<file path="src/hw/rtl/cfip_pkg.sv">
// Package for the clamped float integer power block.
// Holds the float constants; no dependencies.
package cfip_pkg;
   localparam logic [31:0] ONE_BITS   = 32'h3F80_0000;
   localparam logic [31:0] LIMIT_BITS = 32'h411F_FFFF; // 9.999999f
   localparam logic [31:0] QNAN_BITS  = 32'h7FC0_0000;
endpackage

</file>
<file path="src/hw/rtl/clamped_float_integer_power.sv">
// Clamped float integer power: one IEEE single base and a signed exponent per word,
// result is base multiplied by itself power-1 times for power >= 1, 1.0 for power 0
// and the base itself for a negative power, clamped at 9.999999. Uses cfip_pkg.
// Each multiply runs through the single shared 24x24 multiplier with its normalise
// and round steps. Not ready while a word is in work.
module clamped_float_integer_power #(
   parameter int EXP_BITS = 8
) (
   input  logic                clock,
   input  logic                reset,
   input  logic                req_tvalid,
   output logic                req_tready,
   // [31:0] base_value, [31+EXP_BITS:32] power, zero padded to bytes
   input  logic [((32+EXP_BITS+7)/8)*8-1:0] req_tdata,
   output logic                rsp_tvalid,
   input  logic                rsp_tready,
   // [31:0] clamped_result
   output logic [31:0]         rsp_tdata
);
   typedef enum logic [2:0] {
      ST_IDLE, ST_UNPACK, ST_MUL, ST_ROUND, ST_DONE
   } state_type;

   state_type           state_ff, state_in;
   logic [31:0]         base_ff, base_in;
   logic [31:0]         acc_ff, acc_in;
   logic [EXP_BITS-1:0] left_ff, left_in;
   logic [47:0]         prod_ff, prod_in;
   logic signed [10:0]  exp_ff, exp_in;
   logic                sgn_ff, sgn_in;
   logic                spec_ff, spec_in;
   logic [31:0]         spec_val_ff, spec_val_in;
   logic [31:0]         out_ff, out_in;
   logic                ovalid_ff, ovalid_in;
   logic [49:0]         sig_ff, sig_in; // normalised: hidden at 49, grs below

   logic [31:0] req_base;
   logic signed [EXP_BITS-1:0] req_pow;
   assign req_base = req_tdata[31:0];
   assign req_pow  = req_tdata[32 +: EXP_BITS];

   // operand decode
   logic [7:0]  ea, eb;
   logic [22:0] fa, fb;
   logic [23:0] ma, mb;
   logic signed [10:0] ua, ub;
   logic a_nan, b_nan, a_inf, b_inf, a_zero, b_zero;
   always_comb begin
      ea = acc_ff[30:23];  fa = acc_ff[22:0];
      eb = base_ff[30:23]; fb = base_ff[22:0];
      ma = {(ea != 8'd0), fa};
      mb = {(eb != 8'd0), fb};
      ua = (ea == 8'd0) ? 11'sd1 : $signed({3'd0, ea});
      ub = (eb == 8'd0) ? 11'sd1 : $signed({3'd0, eb});
      a_nan = (ea == 8'hFF) && (fa != 23'd0);
      b_nan = (eb == 8'hFF) && (fb != 23'd0);
      a_inf = (ea == 8'hFF) && (fa == 23'd0);
      b_inf = (eb == 8'hFF) && (fb == 23'd0);
      a_zero = (ea == 8'd0) && (fa == 23'd0);
      b_zero = (eb == 8'd0) && (fb == 23'd0);
   end

   // leading-zero count of the raw product (bounded priority scan)
   logic [5:0] lz;
   always_comb begin
      lz = 6'd48;
      for (int i = 0; i < 48; i++) begin
         if (prod_ff[i]) lz = 6'(47 - i);
      end
   end

   // rounding step inputs
   logic signed [10:0] re;
   logic [24:0] rm;
   logic [23:0] keep;
   logic        g, st, rup;
   logic [31:0] rounded;
   always_comb begin
      keep = sig_ff[49:26];
      g    = sig_ff[25];
      st   = |sig_ff[24:0];
      rup  = g && (st || keep[0]);
      rm   = {1'b0, keep} + {24'd0, rup};
      re   = exp_ff;
      if (rm[24]) begin
         re = exp_ff + 11'sd1;
      end
      if (re >= 11'sd255) begin
         rounded = {sgn_ff, 8'hFF, 23'd0};
      end else if (exp_ff == 11'sd0) begin
         // subnormal: a carry into the hidden bit gives the smallest normal
         rounded = {sgn_ff, 7'd0, rm[23:0]};
      end else begin
         rounded = {sgn_ff, re[7:0], rm[22:0]};
      end
   end

   // clamp: positive, not NaN, above limit
   function automatic logic [31:0] clampf(input logic [31:0] v);
      logic over;
      over = !v[31] && (v[30:0] > cfip_pkg::LIMIT_BITS[30:0])
             && !((v[30:23] == 8'hFF) && (v[22:0] != 23'd0));
      return over ? cfip_pkg::LIMIT_BITS : v;
   endfunction

   logic signed [10:0] e_norm;
   logic [49:0] sh_sig;
   logic [5:0]  rsh;
   always_comb begin
      // exponent with hidden bit placed at 49 after the left shift by lz
      e_norm = exp_ff + 11'sd1 - $signed({5'd0, lz});
      sh_sig = {prod_ff, 2'b00} << lz; // leading one now at bit 49
      rsh = 6'd0;
      if (e_norm < 11'sd1) begin
         rsh = (e_norm < -11'sd48) ? 6'd50 : 6'(11'sd1 - e_norm);
      end
   end

   always_comb begin
      state_in = state_ff; base_in = base_ff; acc_in = acc_ff; left_in = left_ff;
      prod_in = prod_ff; exp_in = exp_ff; sgn_in = sgn_ff; spec_in = spec_ff;
      spec_val_in = spec_val_ff; out_in = out_ff; ovalid_in = ovalid_ff;
      sig_in = sig_ff;
      if (ovalid_ff && rsp_tready) ovalid_in = 1'b0;
      unique case (state_ff)
         ST_IDLE: begin
            if (req_tvalid) begin
               base_in = req_base;
               acc_in  = req_base;
               if (req_pow == '0) begin
                  acc_in = cfip_pkg::ONE_BITS;
                  state_in = ST_DONE;
                  left_in = '0;
               end else if (req_pow[EXP_BITS-1]) begin
                  left_in = '0;
                  state_in = ST_DONE;
               end else begin
                  left_in = EXP_BITS'(req_pow - 1'b1);
                  state_in = ST_DONE;
               end
            end
         end
         ST_UNPACK: begin
            // one multiplier pass: specials, sign, exponent, mantissa product
            sgn_in  = acc_ff[31] ^ base_ff[31];
            spec_in = 1'b1;
            if (a_nan || b_nan || (a_inf && b_zero) || (a_zero && b_inf)) begin
               spec_val_in = a_nan ? (acc_ff | 32'h0040_0000)
                           : b_nan ? (base_ff | 32'h0040_0000) : cfip_pkg::QNAN_BITS;
            end else if (a_inf || b_inf) begin
               spec_val_in = {sgn_in, 8'hFF, 23'd0};
            end else if (a_zero || b_zero) begin
               spec_val_in = {sgn_in, 31'd0};
            end else begin
               spec_in = 1'b0;
            end
            prod_in = ma * mb;
            exp_in  = ua + ub - 11'sd127;
            state_in = ST_MUL;
         end
         ST_MUL: begin
            sig_in = (rsh >= 6'd50) ? {49'd0, |sh_sig}
                   : ((sh_sig >> rsh) | {49'd0, |(sh_sig & ~({50{1'b1}} << rsh))});
            exp_in = (rsh != 6'd0) ? 11'sd0 : e_norm;
            state_in = ST_ROUND;
         end
         ST_ROUND: begin
            acc_in  = spec_ff ? spec_val_ff : rounded;
            left_in = left_ff - 1'b1;
            state_in = ST_DONE;
         end
         ST_DONE: begin
            if (left_ff != '0) begin
               state_in = ST_UNPACK;
            end else if (!ovalid_in) begin
               out_in = (acc_ff == cfip_pkg::ONE_BITS && base_ff != acc_ff)
                        ? acc_ff : clampf(acc_ff);
               ovalid_in = 1'b1;
               state_in = ST_IDLE;
            end
         end
         default: state_in = ST_IDLE;
      endcase
   end

   always_ff @(posedge clock) begin
      if (reset) begin
         state_ff  <= ST_IDLE;
         ovalid_ff <= 1'b0;
         left_ff   <= '0;
      end else begin
         state_ff  <= state_in;
         ovalid_ff <= ovalid_in;
         left_ff   <= left_in;
      end
      base_ff <= base_in; acc_ff <= acc_in; prod_ff <= prod_in; exp_ff <= exp_in;
      sgn_ff <= sgn_in; spec_ff <= spec_in; spec_val_ff <= spec_val_in;
      out_ff <= out_in; sig_ff <= sig_in;
   end

   assign req_tready = (state_ff == ST_IDLE);
   assign rsp_tvalid = ovalid_ff;
   assign rsp_tdata  = out_ff;
endmodule

</file>
<file path="config.mk">
export PLATFORM = sky130hd
export DESIGN_NAME = clamped_float_integer_power
export DESIGN_NICKNAME = d
export VERILOG_FILES = /design/src/hw/rtl/cfip_pkg.sv /design/src/hw/rtl/clamped_float_integer_power.sv
export SDC_FILE = /design/constraint.sdc
export NUM_CORES = 2
export LEC_CHECK = 0
export ABC_AREA = 1
export BUFFER_PORTS_ARGS = -buffer_cell sky130_fd_sc_hd__buf_2
export CORE_UTILIZATION = 45
export CTS_CLUSTER_SIZE = 24
export DETAILED_ROUTE_END_ITERATION = 8
export PLACE_DENSITY_LB_ADDON = 0.1
export REMOVE_ABC_BUFFERS = 1
export SYNTH_ARGS = -nofsm -noshare
export SYNTH_HDL_FRONTEND = slang
export SYNTH_SLANG_ARGS = --single-unit
export TNS_END_PERCENT = 5
</file>
<file path="constraint.sdc">
create_clock -name clock -period 22 [get_ports clock]
set_input_delay 0 -clock clock [delete_from_list [all_inputs] [get_ports clock]]
set_output_delay 0 -clock clock [all_outputs]
set_load 0.005 [all_outputs]
</file>
==> out/results.tsv <==
stage	metric	value	unit
grt	vias in the first global route	32200	
sta	max-slew violation count	0	
setup_path	Crit Path Category	flop to flop	
grt	grt ovf	0	
yosys	largest family of logic cells by synthesized area	adder cells	
clocking	CTS Hold Bufs	48	
place	dpl hpwl	92900	um
setup_path	reg-to-reg critical path startpoint	prod_ff[2]	
setup_path	Worst Path Max Fanout	51	
grt	initial antenna violation count	5	
grt	first-pass GRT wire length	194000	um
route	Via density	5.51	
yosys	Synth area leader	fa_1	
clocking	Longest Clk Path Bufs	3	
clocking	clock sinks	251	
worst_hold_path	Hold Crit Class	primary input to flop	
sta	final hold vios	0	
place	Port Buf Inserts	77	
floorplanning	# rows	104	
yosys	Synth Area in Adders	33.7	%
grt	GRT Overall Usage	30.5	%
flow_run	max cap viols	0	
setup_path	CP max stage delay	500	ps
floorplanning	Ports	78	
yosys	simple-gate area share of the yosys netlist	26.6	%
route	Wirelength per Cell	21.1	um
worst_hold_path	min-delay src	req_tdata[25]	
place	GPL Wtd Cong	0.987	
sta	Least-Margin Pin Slew	1150	ps
yosys	Avg Cell Area, Syn	7.62	um^2
yosys	Synth warnings	0	
yosys	sequential fraction of the synthesis area	20.0	%
final_layout	Area Growth Syn to Fin	7.53	%
clocking	Num CTS Buffers	30	
clocking	later-pin clock latency in the skew report	610	ps
sta	setup TNS	0	ps
clocking	CTS tree	built	
yosys	Async SR Flop Fraction	0	%
final_layout	fraction of layout cells with a size suffix above 1	5.94	%
yosys	Cell variety after synth	61	
final_layout	most common cell after layout, fill and taps aside	nand2_1	
yosys	Post-synth EDFFs	239	
clocking	CTS Root Cell	clkbuf_16	
final_layout	most frequent cells in the layout	1,260 x nand2_1, 919 x inv_1, 664 x nand3_1, 484 x fa_1, 239 x edfxtp_1	
route	Final ANT Viol Nets	0	
clocking	# Post-CTS Setup Buffers	0	
setup_path	Critical Path RT	22360	ps
run_status	status	completed	
yosys	post-synth top area share	26.1	%
route	DRC viols	0	
yosys	compound-gate portion of the synthesized area	5.54	%
setup_path	RR Endpoint	sig_ff[0]	
yosys	Synth Instances	4865	
clocking	Worst-path clk slew	80	ps
setup_path	cell mode on critical path	nand2_1	
route	Initial DRC Count	3410	
setup_path	worst path arrival time	9420	ps
sta	count of endpoints failing setup in the final report	0	
floorplanning	die area	83500	um^2
floorplanning	Chip Width	289	um
sta	Tcrit/Tclk final	41.2	%
sta	RSZ-0062 raised after global routing	false	
worst_hold_path	Hold Path End	base_ff[25]	
sta	Tmin final	9050	ps
yosys	Synth area leaders	fa_1 26%, edfxtp_1 19%, nand2_1 13%, inv_1 9.3%, nand3_1 9.0%	
yosys	flops & latches, synth	251	
route	drt total wl	125000	um
yosys	multiplexer share of the synthesized area	0.0270	%
setup_path	crit end category	flop	
sta	fmax	110	MHz
sta	Worst Skew	24.6	ps
route	drt pass-1 iters	9	
setup_path	setup slack, reg-to-reg	12950	ps
sta	Slew headroom	22.9	%
yosys	Most used DFF post-synth	edfxtp_1	
grt	pin count of the biggest net entering global routing	59	
clocking	post-CTS sizing	0	
setup_path	CP max-delay cell	nand2_4	
floorplanning	Initial Util	45.7	%
floorplanning	Core Region	81100	um^2
setup_path	Worst R2R Path Depth	73	
final_layout	Final nets	5592	
route	DR vias	32600	
yosys	mapped cell area	37100	um^2
worst_hold_path	worst hold stages	2	
clocking	H-tree depth	1	
setup_path	Startpoint Class	flop	
floorplanning	die height	289	um
yosys	Synth Area in XOR/XNOR	1.70	%
==> routing by layer <==
metal / global-route usage [%] / vias to the layer above / share of wire (%)
met4: 8.47 / 2 / 3.1
met5: 0 / - / 0.0064
met1: 43.6 / 16000 / 45
met2: 48.2 / 1199 / 45
met3: 4.07 / 211 / 6.8
li1: - / 15200 / -
==> state kept, by name (all words and copies together), names as in the netlist, 3 cells and up <==
signal / cells
acc_ff: 32
base_ff: 32
exp_ff: 11
left_ff: 8
prod_ff: 48
rsp_tdata: 32
sig_ff: 50
spec_val_ff: 32
state_ff: 3
==> worst max-delay path, delay by kind of cell, from the launching register on <==
kind / cells / cell delay, ps
adder cells (fa/ha/maj): 2 / 860
AO/OA/AOI/OAI: 5 / 820
AND/OR/NAND/NOR: 60 / 5000
buffers and inverters: 5 / 1270
flip-flops: 1 / 400
XOR/XNOR: 1 / 320
==> synthesized netlist by cell type, types with 5 or more instances <==
cell type	n
o21ai_1	27
o21ai_0	133
nand2_2	10
fa_1	484
edfxtp_1	239
buf_2	50
inv_1	919
dfxtp_1	12
nor4_1	28
nand2_1	1261
o21bai_1	5
or2_2	16
nand4_1	45
clkbuf_1	198
a31oi_1	24
a21oi_1	105
ha_1	225
o211ai_1	19
nand3_1	664
o2111ai_1	5
nand3_2	14
nor2_2	6
o31ai_1	11
nor2_1	181
xor2_1	56
inv_2	10
nor3_1	32
buf_1	8
xnor2_1	16
o21ai_2	6
==> per-stage QoR <==
stage | std cells | utilization (%) | hold slack (ps) | setup WS (ps) | instance area [um^2]
global route | 5922 | 49.2 | 131 | 11980 | 39900
finish | 5925 | 49.2 | 130 | 12950 | 39900
floorplan | 4602 | - | 69.1 | 11950 | 36000
CTS | 5922 | 49.2 | 109 | 13080 | 39900
global placement | 5819 | 47.3 | 193 | 13210 | 38300
detailed placement | 5819 | 47.3 | 199 | 13110 | 38300
==> worst max-delay path by stage <==
stage,from,endpoint,slack [ps]
2_1_floorplan,prod_ff[6],sig_ff[0],11950
3_3_place_gp,base_ff[3],prod_ff[46],13210
3_5_place_dp,base_ff[3],prod_ff[46],13110
4_1_cts,base_ff[3],prod_ff[46],13080
5_1_grt,prod_ff[2],sig_ff[0],11980
6_report,prod_ff[2],sig_ff[0],12950
==> layout make-up <==
class	instances	area, um^2
flip-flops and latches	251	7420
clock inverters	21	246
fillers	8086	41200
diodes	3	7.51
repair buffers	205	1470
multi-input cells	3419	25100
clock buffers	34	787
inverters	932	3500
well taps	1060	1330
==> cell families after synthesis <==
family	Yosys count
and+or+nand+nor	2276
buffers and inverters	1195
adders and majority gates	709
AOI/OAI and AO/OA	361
DFF	251
xor gates and xnor gates	72
muxes	1
Power is left out: the tool's default activity adds up to more than one toggle a clock period on the data nets, which glitch-free logic cannot reach.
